`config.mk`:
```
export PLATFORM = sky130hd
export DESIGN_NAME = uart_register_access_slave_flat
export DESIGN_NICKNAME = d
export VERILOG_FILES = /design/src/hdl/ura_pkg.sv /design/src/hdl/ura_if.sv /design/src/hdl/ura_ram.sv /design/src/hdl/ura_framer.sv /design/src/hdl/ura_tx.sv /design/src/hdl/uart_register_access_slave.sv /design/src/flat_wrapper.sv
export SDC_FILE = /design/constraint.sdc
export NUM_CORES = 1
export LEC_CHECK = 0
export BUFFER_PORTS_ARGS = -buffer_cell sky130_fd_sc_hd__clkbuf_2
export CAP_MARGIN = 25
export CORE_MARGIN = 10
export CORE_UTILIZATION = 55
export CTS_BUF_LIST = sky130_fd_sc_hd__clkbuf_8
export CTS_CLUSTER_SIZE = 14
export DETAILED_ROUTE_END_ITERATION = 8
export PLACE_DENSITY_LB_ADDON = 0.3
export SYNTH_ARGS = -nofsm -noshare
export SYNTH_HDL_FRONTEND = slang
export SYNTH_HIERARCHICAL = 1
export SYNTH_SLANG_ARGS = --single-unit
```
`constraint.sdc`:
```
create_clock -name clk -period 15.2 [get_ports clk]
set_clock_uncertainty 0.1 [all_clocks]
set_input_delay 3.04 -clock clk [delete_from_list [all_inputs] [get_ports clk]]
set_output_delay 3.04 -clock clk [all_outputs]
set_load 0.01 [all_outputs]
```
`src/hdl/ura_pkg.sv`:
```
// Package for the register-access slave: frame characters, frame lengths,
// register map and the response record. Used by framer, tx and top level.
package ura_pkg;

  localparam logic [7:0] CH_START = 8'h24;
  localparam logic [7:0] CH_END   = 8'h0A;
  localparam logic [7:0] CH_WRITE = 8'h57;
  localparam logic [7:0] CH_READ  = 8'h52;

  localparam logic [7:0] LEN_WRITE = 8'd7;
  localparam logic [7:0] LEN_READ  = 8'd6;
  localparam logic [7:0] CAP_LIMIT = 8'd6;
  localparam logic [7:0] POS_ADDR  = 8'd3;

  localparam logic [2:0] RESP_LAST = 3'd6;

  localparam logic [2:0] ADDR_OWN_ID = 3'd0;
  localparam logic [7:0] OWN_ID_RESET = 8'd1;

  localparam int DEFAULT_REG_COUNT   = 16;
  localparam int DEFAULT_FRAME_DEPTH = 16;

  typedef enum logic [2:0] {
    RB_START = 3'd0,
    RB_ID    = 3'd1,
    RB_CMD   = 3'd2,
    RB_ADDR  = 3'd3,
    RB_DATA  = 3'd4,
    RB_SUM   = 3'd5,
    RB_END   = 3'd6
  } ura_resp_pos_t;

  typedef struct packed {
    logic [7:0] id;
    logic [7:0] cmd;
    logic [7:0] addr;
    logic [7:0] data;
    logic [7:0] sum;
  } ura_resp_t;

endpackage

```
`src/hdl/ura_if.sv`:
```
// Stream interfaces for received bytes and response bytes.
// No dependencies.
interface ura_rx_if;
  logic       valid;
  logic       ready;
  logic [7:0] rx_byte;
  modport source (output valid, output rx_byte, input ready);
  modport sink (input valid, input rx_byte, output ready);
endinterface

interface ura_tx_if;
  logic       valid;
  logic       ready;
  logic [7:0] tx_byte;
  logic       last_byte;
  modport source (output valid, output tx_byte, output last_byte, input ready);
  modport sink (input valid, input tx_byte, input last_byte, output ready);
endinterface

```
`src/hdl/ura_ram.sv`:
```
// Generic single-write, single-read RAM with a registered read port.
// No dependencies.
module ura_ram #(
  parameter int WIDTH = 8,
  parameter int DEPTH = 16
) (
  input  logic                                     clk,
  input  logic                                     we,
  input  logic [(DEPTH > 1 ? $clog2(DEPTH) : 1)-1:0] waddr,
  input  logic [WIDTH-1:0]                         wdata,
  input  logic                                     re,
  input  logic [(DEPTH > 1 ? $clog2(DEPTH) : 1)-1:0] raddr,
  output logic [WIDTH-1:0]                         rdata
);

  logic [WIDTH-1:0] mem [DEPTH];

  always_ff @(posedge clk) begin
    if (we) begin
      mem[waddr] <= wdata;
    end
    if (re) begin
      rdata <= mem[raddr];
    end
  end

endmodule

```
`src/hdl/ura_framer.sv`:
```
// Input register, frame assembly, frame checks and register file access.
// Depends on ura_pkg, ura_if and ura_ram.
module ura_framer #(
  parameter int REG_COUNT          = ura_pkg::DEFAULT_REG_COUNT,
  parameter int FRAME_BUFFER_DEPTH = ura_pkg::DEFAULT_FRAME_DEPTH
) (
  input  logic              clk,
  input  logic              rst,
  ura_rx_if.sink            rx,
  input  logic [7:0]        own_id,
  output logic              resp_valid,
  output ura_pkg::ura_resp_t resp,
  input  logic              resp_take
);
  import ura_pkg::*;

  localparam int AW = (REG_COUNT > 1) ? $clog2(REG_COUNT) : 1;

  logic             s1_valid;
  logic [7:0]       s1_byte;
  logic             s1_go;
  logic             frame_open;
  logic [7:0]       byte_count;
  logic [7:0]       cap [1:5];
  logic [2**AW-1:0] reg_valid;
  logic             rd_ok;
  logic [7:0]       rd_data;

  logic             is_start;
  logic             room;
  logic             frame_end;
  logic [7:0]       frame_len;
  logic [7:0]       sum_read;
  logic [7:0]       sum_write;
  logic             frame_ok;
  logic             is_write;
  logic             addr_in_range;
  logic             byte_in_range;
  logic             ram_we;
  logic             ram_re;
  logic [7:0]       resp_data;
  ura_resp_t        resp_next;

  assign s1_go    = s1_valid && (!resp_valid || resp_take);
  assign rx.ready = !s1_valid || s1_go;

  assign is_start  = (s1_byte == CH_START);
  assign room      = byte_count < 8'(FRAME_BUFFER_DEPTH);
  assign frame_end = !is_start && frame_open && room && (s1_byte == CH_END);
  assign frame_len = byte_count + 8'd1;

  assign sum_read  = cap[1] + cap[2] + cap[3];
  assign sum_write = sum_read + cap[4];
  assign is_write  = (cap[2] == CH_WRITE);

  always_comb begin
    frame_ok = 1'b0;
    if (cap[1] == own_id) begin
      if (is_write) begin
        frame_ok = (frame_len == LEN_WRITE) && (cap[5] == sum_write);
      end else if (cap[2] == CH_READ) begin
        frame_ok = (frame_len == LEN_READ) && (cap[4] == sum_read);
      end
    end
  end

  assign addr_in_range = ({1'b0, cap[3]} < 9'(REG_COUNT));
  assign byte_in_range = ({1'b0, s1_byte} < 9'(REG_COUNT));

  assign ram_we = s1_go && frame_end && frame_ok && is_write && addr_in_range;
  assign ram_re = s1_go && !is_start && frame_open && (byte_count == POS_ADDR);

  ura_ram #(
    .WIDTH(8),
    .DEPTH(REG_COUNT)
  ) u_regs (
    .clk  (clk),
    .we   (ram_we),
    .waddr(cap[3][AW-1:0]),
    .wdata(cap[4]),
    .re   (ram_re),
    .raddr(s1_byte[AW-1:0]),
    .rdata(rd_data)
  );

  always_comb begin
    if (is_write) begin
      resp_data = cap[4];
    end else if (rd_ok) begin
      resp_data = rd_data;
    end else begin
      resp_data = 8'd0;
    end
    resp_next.id   = cap[1];
    resp_next.cmd  = cap[2];
    resp_next.addr = cap[3];
    resp_next.data = resp_data;
    resp_next.sum  = cap[1] + cap[2] + cap[3] + resp_data;
  end

  always_ff @(posedge clk) begin
    if (rst) begin
      s1_valid   <= 1'b0;
      frame_open <= 1'b0;
      byte_count <= 8'd0;
      reg_valid  <= '0;
      resp_valid <= 1'b0;
    end else begin
      if (rx.ready) begin
        s1_valid <= rx.valid;
      end
      resp_valid <= (resp_valid && !resp_take) || (s1_go && frame_end && frame_ok);
      if (ram_we) begin
        reg_valid[cap[3][AW-1:0]] <= 1'b1;
      end
      if (s1_go) begin
        if (is_start) begin
          frame_open <= 1'b1;
          byte_count <= 8'd1;
        end else if (frame_open) begin
          if (room && !frame_end) begin
            byte_count <= frame_len;
          end else begin
            frame_open <= 1'b0;
            byte_count <= 8'd0;
          end
        end
      end
    end
  end

  always_ff @(posedge clk) begin
    if (rx.ready) begin
      s1_byte <= rx.rx_byte;
    end
    if (ram_re) begin
      rd_ok <= byte_in_range && reg_valid[s1_byte[AW-1:0]];
    end
    if (s1_go && frame_end && frame_ok) begin
      resp <= resp_next;
    end
    for (int i = 1; i <= 5; i++) begin
      if (s1_go && !is_start && frame_open && room && (byte_count == 8'(i))) begin
        cap[i] <= s1_byte;
      end
    end
  end

  a_idle_count: assert property (@(posedge clk) disable iff (rst)
    !frame_open |-> byte_count == 8'd0)
    else $error("byte count is nonzero outside a frame");

  a_count_range: assert property (@(posedge clk) disable iff (rst)
    frame_open |-> (byte_count != 8'd0) && (byte_count <= 8'(FRAME_BUFFER_DEPTH)))
    else $error("byte count out of range inside a frame");

  a_resp_hold: assert property (@(posedge clk) disable iff (rst)
    resp_valid && !resp_take |=> resp_valid && $stable(resp))
    else $error("pending response changed before it was taken");

endmodule

```
`src/hdl/ura_tx.sv`:
```
// Response serializer: turns one response record into seven output bytes.
// Depends on ura_pkg and ura_if.
module ura_tx (
  input  logic               clk,
  input  logic               rst,
  input  logic               resp_valid,
  input  ura_pkg::ura_resp_t resp,
  output logic               resp_take,
  ura_tx_if.source           tx
);
  import ura_pkg::*;

  logic          busy;
  ura_resp_pos_t pos;
  ura_resp_t     cur;
  logic          last;
  logic          sent;

  assign last         = (pos == RB_END);
  assign sent         = tx.valid && tx.ready;
  assign resp_take    = resp_valid && (!busy || (sent && last));
  assign tx.valid     = busy;
  assign tx.last_byte = last;

  always_comb begin
    case (pos)
      RB_START: tx.tx_byte = CH_START;
      RB_ID:    tx.tx_byte = cur.id;
      RB_CMD:   tx.tx_byte = cur.cmd;
      RB_ADDR:  tx.tx_byte = cur.addr;
      RB_DATA:  tx.tx_byte = cur.data;
      RB_SUM:   tx.tx_byte = cur.sum;
      RB_END:   tx.tx_byte = CH_END;
      default:  tx.tx_byte = CH_END;
    endcase
  end

  always_ff @(posedge clk) begin
    if (rst) begin
      busy <= 1'b0;
      pos  <= RB_START;
    end else begin
      if (resp_take) begin
        busy <= 1'b1;
        pos  <= RB_START;
      end else if (sent) begin
        if (last) begin
          busy <= 1'b0;
          pos  <= RB_START;
        end else begin
          pos <= ura_resp_pos_t'(pos + 3'd1);
        end
      end
    end
  end

  always_ff @(posedge clk) begin
    if (resp_take) begin
      cur <= resp;
    end
  end

  a_take_starts: assert property (@(posedge clk) disable iff (rst)
    resp_take |=> busy && pos == RB_START)
    else $error("taken response does not start at its first byte");

  a_idle_pos: assert property (@(posedge clk) disable iff (rst)
    !busy |-> pos == RB_START)
    else $error("byte position moved while idle");

  a_last_done: assert property (@(posedge clk) disable iff (rst)
    sent && last && !resp_valid |=> !busy)
    else $error("serializer stays busy after the closing byte");

endmodule

```
`src/hdl/uart_register_access_slave.sv`:
```
// Top level of the register-access slave: configuration port, frame
// assembly and response output. Depends on ura_pkg, ura_if, ura_framer, ura_tx.
//
// Received bytes enter on rx (valid/ready); a request is accepted when both
// are high. Frames are '$' id 'W' addr data sum '\n' or '$' id 'R' addr sum
// '\n'; a '$' always restarts a frame. Each good frame produces seven
// response bytes on tx, last_byte set on the closing newline. Bad frames,
// overlong frames and stray bytes produce nothing.
// An accepted byte is registered, then checked and executed; a closing
// newline passes the input register, response register and serializer
// before the first response byte appears. One byte is accepted per cycle
// unless rx is held off. A response holds the tx side for its seven bytes;
// a second finished response waits in a one-entry slot, and only while
// that slot is full is rx held off. When the receiver stalls, tx holds
// its byte and input backs up behind the pending response. The RAM
// register file is read early, on the address byte; frame ends never wait.
// Reset clears the frame state, empties the pipeline, marks every register
// as zero and sets own_id to 1. own_id lives at APB byte address 0.
module uart_register_access_slave #(
  parameter int REG_COUNT          = ura_pkg::DEFAULT_REG_COUNT,
  parameter int FRAME_BUFFER_DEPTH = ura_pkg::DEFAULT_FRAME_DEPTH
) (
  input  logic        clk,
  input  logic        rst,
  ura_rx_if.sink      rx,
  ura_tx_if.source    tx,
  input  logic        psel,
  input  logic        penable,
  input  logic        pwrite,
  input  logic [2:0]  paddr,
  input  logic [31:0] pwdata,
  output logic [31:0] prdata,
  output logic        pready
);
  import ura_pkg::*;

  logic      [7:0] own_id;
  logic            resp_valid;
  logic            resp_take;
  ura_resp_t       resp;

  assign pready = 1'b1;
  assign prdata = (paddr == ADDR_OWN_ID) ? {24'd0, own_id} : 32'd0;

  always_ff @(posedge clk) begin
    if (rst) begin
      own_id <= OWN_ID_RESET;
    end else if (psel && penable && pwrite && pready && (paddr == ADDR_OWN_ID)) begin
      own_id <= pwdata[7:0];
    end
  end

  ura_framer #(
    .REG_COUNT         (REG_COUNT),
    .FRAME_BUFFER_DEPTH(FRAME_BUFFER_DEPTH)
  ) u_framer (
    .clk       (clk),
    .rst       (rst),
    .rx        (rx),
    .own_id    (own_id),
    .resp_valid(resp_valid),
    .resp      (resp),
    .resp_take (resp_take)
  );

  ura_tx u_tx (
    .clk       (clk),
    .rst       (rst),
    .resp_valid(resp_valid),
    .resp      (resp),
    .resp_take (resp_take),
    .tx        (tx)
  );

endmodule
```
`src/flat_wrapper.sv`:
```
// flat-port wrapper written by rule: the top's interface ports become plain ports
module uart_register_access_slave_flat import ura_pkg::*;
#(
  parameter int REG_COUNT          = ura_pkg::DEFAULT_REG_COUNT,
  parameter int FRAME_BUFFER_DEPTH = ura_pkg::DEFAULT_FRAME_DEPTH
)
  (clk, rst, psel, penable, pwrite, paddr, pwdata, prdata, pready, rx_valid, rx_rx_byte, rx_ready, tx_valid, tx_tx_byte, tx_last_byte, tx_ready);
  ura_rx_if rx_i ();
  ura_tx_if tx_i ();
  input  logic clk;
  input  logic rst;
  input  logic psel;
  input  logic penable;
  input  logic pwrite;
  input  logic [2:0] paddr;
  input  logic [31:0] pwdata;
  output logic [31:0] prdata;
  output logic pready;
  input wire logic [$bits(rx_i.valid)-1:0] rx_valid;
  input wire logic [$bits(rx_i.rx_byte)-1:0] rx_rx_byte;
  output wire logic [$bits(rx_i.ready)-1:0] rx_ready;
  output wire logic [$bits(tx_i.valid)-1:0] tx_valid;
  output wire logic [$bits(tx_i.tx_byte)-1:0] tx_tx_byte;
  output wire logic [$bits(tx_i.last_byte)-1:0] tx_last_byte;
  input wire logic [$bits(tx_i.ready)-1:0] tx_ready;
  assign rx_i.valid = rx_valid;
  assign rx_i.rx_byte = rx_rx_byte;
  assign rx_ready = rx_i.ready;
  assign tx_valid = tx_i.valid;
  assign tx_tx_byte = tx_i.tx_byte;
  assign tx_last_byte = tx_i.last_byte;
  assign tx_i.ready = tx_ready;
  uart_register_access_slave #(.REG_COUNT(REG_COUNT), .FRAME_BUFFER_DEPTH(FRAME_BUFFER_DEPTH)) u_core (.clk(clk), .rst(rst), .rx(rx_i), .tx(tx_i), .psel(psel), .penable(penable), .pwrite(pwrite), .paddr(paddr), .pwdata(pwdata), .prdata(prdata), .pready(pready));
endmodule
```
==> metrics.txt <==
status complete, no violations; half-perimeter wire length after placement 17.1 mm; DRT Wirelength 25.6 mm; Top delay family on crit path simple AND/OR/NAND/NOR gates; dpl ws 7.09 ns; number of buffer and inverter instances along the worst setup path 3; Min-Delay Startpoint u_core/u_framer/resp[23]$_DFFE_PP_; required time worst endpoint 12.06 ns; R2R Setup Slk 8.64 ns; largest net degree at the start of global routing 49; GRT Resource Usage Total 16.3%; Power per Cell Area 105 nW/um2; clock buffer count from CTS 47; Hold Crit Endpoint u_core/u_tx/cur[23]$_DFFE_PP_; number of buffers added on ports 44; clk sink count 304; final setup slack of the worst path 7.20 ns; share of the cycle needed by the critical path after routing 52.6%; Critical Path Fanout Max 43; wire length of the first global-routing pass 39.7 mm; # setup viols final 0; type of the worst setup path input port to output port; Internal Power 1220 uW; share of total power in the clock network 39.2%; routed via count divided by cell count 5.70; Net Switching 319 uW; total via count in the routed design 7341; endpoints failing hold 0; antenna violations before repair 0; die footprint 30900 um2; number of DRC violations after detailed routing 0; cts hold-fix bufs 0; length in cells of the worst reg-to-reg path 19; fraction of layout instances using a drive strength above 1 17.7%; Crit Reg-Reg Endpoint u_core/u_framer/u_regs/mem[3][6]$_DFFE_PP_; Cell variety after synth 74; most common library cell in the layout ignoring fill and taps sky130_fd_sc_hd__edfxtp_1; Worst Path Arrival 4.86 ns; relative contribution of sequential cells to total power 58.6%; CP Capture Type output port; sequential area share after synthesis 65.6%; worst min-delay path class flop to flop; final worst path period need 8.00 ns; instance count after placement with tap cells included 1208; Register Area 8740 um2; Resized Gates After CTS 0; Layout Nets 1023; sum of overflow across all layers after global routing 0; Synth Warn # 6; initial standard-cell utilization of the core 56.3%; combinational group share of total power 2.1%; highest clock frequency the design can meet 125 MHz; combined area of all synthesized cells 13300 um2; leakage power of the design 0.00492 uW; WL/cell 19.9 um; CP max-delay cell sky130_fd_sc_hd__buf_4; I/O pin count 94; Final TNS setup 0 ns; headroom to the max-slew limit 39.7%; kind of start point of the critical path input port; count of standard-cell rows 56; area of placed instances 13800 um2; crit path cell chain clkbuf_2 > nand4b_1 > a21oi_4 > buf_4 > nor2b_1 > nand2_1 > clkbuf_2; leading cell types in the layout, fill and taps excluded 265 x sky130_fd_sc_hd__edfxtp_1, 51 x sky130_fd_sc_hd__nand2_1, 47 x sky130_fd_sc_hd__clkbuf_8, 44 x sky130_fd_sc_hd__clkbuf_2, 39 x sky130_fd_sc_hd__dfxtp_1; clock-pin slew on the worst setup and hold paths 0.06 ns; Post-Syn Area per Cell 15.3 um2; clock root buffer sky130_fd_sc_hd__clkbuf_8; Synth-to-Final Area Change 9.41%; die height 176 um; RSZ-0062 raised after global routing false; EDFF count, synth 265; core region area 23700 um2; number of global-route vias before repair 7207; Final Instance Area 14600 um2; post-route ant nets 0; synthesis-stage register bit count 304; diode insertion count for antenna repair 0; # fillers 1782; most used cell, CP sky130_fd_sc_hd__clkbuf_2; Min-Delay Path Depth 0; Post-synth top flop sky130_fd_sc_hd__edfxtp_1; count of buffers added by post-CTS timing repair for setup 0; Detailed Routing Iterations Pass 1 5; cell count after synthesis 869; maximum buffer depth of the clock tree 3; maximum resistive drop on vdd 0.108 mV; Layout Cells excl Fill 1287; async set-or-reset flop fraction in the synthesized netlist 0%; net switching fraction of the power 20.7%; Critical Path Max Stage Delay 0.45 ns; Slew @ Worst Pin 0.901 ns; clock latency of the later-clocked register in the worst-skew pair 0.57 ns; initial drt markers 523; CTS tree yes; max_cap viols 0; max-slew violation count 0; H-Tree Depth 2; final core utilization 61.6%; start of the worst register-to-register path u_core/u_framer/cap[0][17]$_DFFE_PP_; area taken by multi-input logic gates 4250 um2; GPL Wtd Cong 0.872; Die Width 176 um
-- synthesized netlist by cell type, types with 4 or more instances --
master	count	area (um2)
sky130_fd_sc_hd__edfxtp_1	265	7960
sky130_fd_sc_hd__nand2_1	51	191
sky130_fd_sc_hd__dfxtp_1	39	781
sky130_fd_sc_hd__nand2b_1	37	231
sky130_fd_sc_hd__nor2_1	33	124
sky130_fd_sc_hd__a21oi_1	28	140
sky130_fd_sc_hd__xnor2_1	27	236
sky130_fd_sc_hd__buf_4	26	195
sky130_fd_sc_hd__ha_1	25	313
sky130_fd_sc_hd__mux4_2	23	518
sky130_fd_sc_hd__nand3_1	23	115
sky130_fd_sc_hd__inv_1	20	75.1
sky130_fd_sc_hd__o21ai_0	18	90.1
sky130_fd_sc_hd__a22oi_1	16	120
sky130_fd_sc_hd__mux4_1	14	368
sky130_fd_sc_hd__mux2i_1	13	130
sky130_fd_sc_hd__and2_1	12	75.1
sky130_fd_sc_hd__clkbuf_1	12	45.0
sky130_fd_sc_hd__nor2b_1	11	68.8
sky130_fd_sc_hd__nor3_1	11	55.1
sky130_fd_sc_hd__buf_2	10	50.1
sky130_fd_sc_hd__fa_1	10	200
sky130_fd_sc_hd__o31ai_2	10	125
sky130_fd_sc_hd__nand4_1	9	56.3
sky130_fd_sc_hd__xor2_1	9	78.8
sky130_fd_sc_hd__and2_2	8	60.1
sky130_fd_sc_hd__nor4_1	7	43.8
sky130_fd_sc_hd__o31ai_1	6	45.0
sky130_fd_sc_hd__a21o_1	5	37.5
sky130_fd_sc_hd__a31oi_1	5	31.3
sky130_fd_sc_hd__buf_6	5	56.3
sky130_fd_sc_hd__and3_1	4	25.0
sky130_fd_sc_hd__nand3b_1	4	30.0
sky130_fd_sc_hd__o21bai_1	4	30.0
sky130_fd_sc_hd__or4_1	4	30.0
-- worst max-delay path by stage --
stage | slack, ns | depth (start not counted) | from | end
final | 7.20 | 7 | tx_ready | rx_ready
after global routing | 7.00 | 7 | tx_ready | rx_ready
after CTS | 7.18 | 7 | tx_ready | rx_ready
after detailed placement | 7.09 | 12 | tx_ready | u_core/u_framer/u_regs/mem[1][7]$_DFFE_PP_
after global placement | 6.89 | 12 | tx_ready | u_core/u_framer/u_regs/mem[0][7]$_DFFE_PP_
after floorplan | 5.96 | 8 | tx_ready | u_core/u_framer/resp[0]$_DFFE_PP_
-- per-layer routing --
layer	track usage [%]	share of wire, %	up-vias
li1	-	-	3441
met1	21.6	43	3625
met2	26.6	49	228
met3	3.11	6.2	47
met4	5.55	2.1	0
met5	0	0	-
-- flip-flops by register name, summed over array words and instances (netlist names) --
name                          flops
u_core/own_id                     8
u_core/u_framer/byte_count        8
u_core/u_framer/cap              40
u_core/u_framer/frame_open        1
u_core/u_framer/rd_ok             1
u_core/u_framer/reg_valid        16
u_core/u_framer/resp             40
u_core/u_framer/resp_valid        1
u_core/u_framer/s1_byte           8
u_core/u_framer/s1_valid          1
u_core/u_framer/u_regs/mem      128
u_core/u_framer/u_regs/rdata      8
u_core/u_tx/cur                  40
u_core/u_tx/pos                   3
u_core/u_tx/tx.valid              1
-- final cells by class --
class | count | share of cell area (%)
clock buffer | 47 | 4.44
clock inverter | 32 | 1.22
inverter | 20 | 0.515
multi-input combinational | 511 | 29.2
sequential | 304 | 59.9
tap | 319 | 2.74
timing repair buffer | 54 | 2.02
-- power groups by stage --
stage | Sequential (uW) | Clock [uW] | Combinational, uW
final | 902 | 603 | 33.0
after floorplan | 918 | 0 | 28.8
after global placement | 919 | 0 | 32.4
after detailed placement | 919 | 0 | 32.8
after CTS | 902 | 618 | 32.9
after global routing | 901 | 655 | 35.9
-- cell families after synthesis --
kind of cell | synth area share [%]
AO/OA/AOI/OAI | 6.38
XOR/XNOR | 2.53
adder cells (fa/ha/maj) | 3.85
buffers and inverters | 3.42
flip-flops | 65.6
multiplexers | 7.79
other | 0.0563
AND/OR/NAND/NOR | 10.4
-- metrics by stage --
| step | hold WS, ns | power [uW] |
|---|---|---|
| 6_report | 0.318 | 1540 |
| 5_1_grt | 0.321 | 1590 |
| 4_1_cts | 0.318 | 1550 |
| 3_5_place_dp | 0.305 | 952 |
| 3_3_place_gp | 0.303 | 951 |
| 2_1_floorplan | 0.300 | 947 |
(Power assumes the default switching activity.)
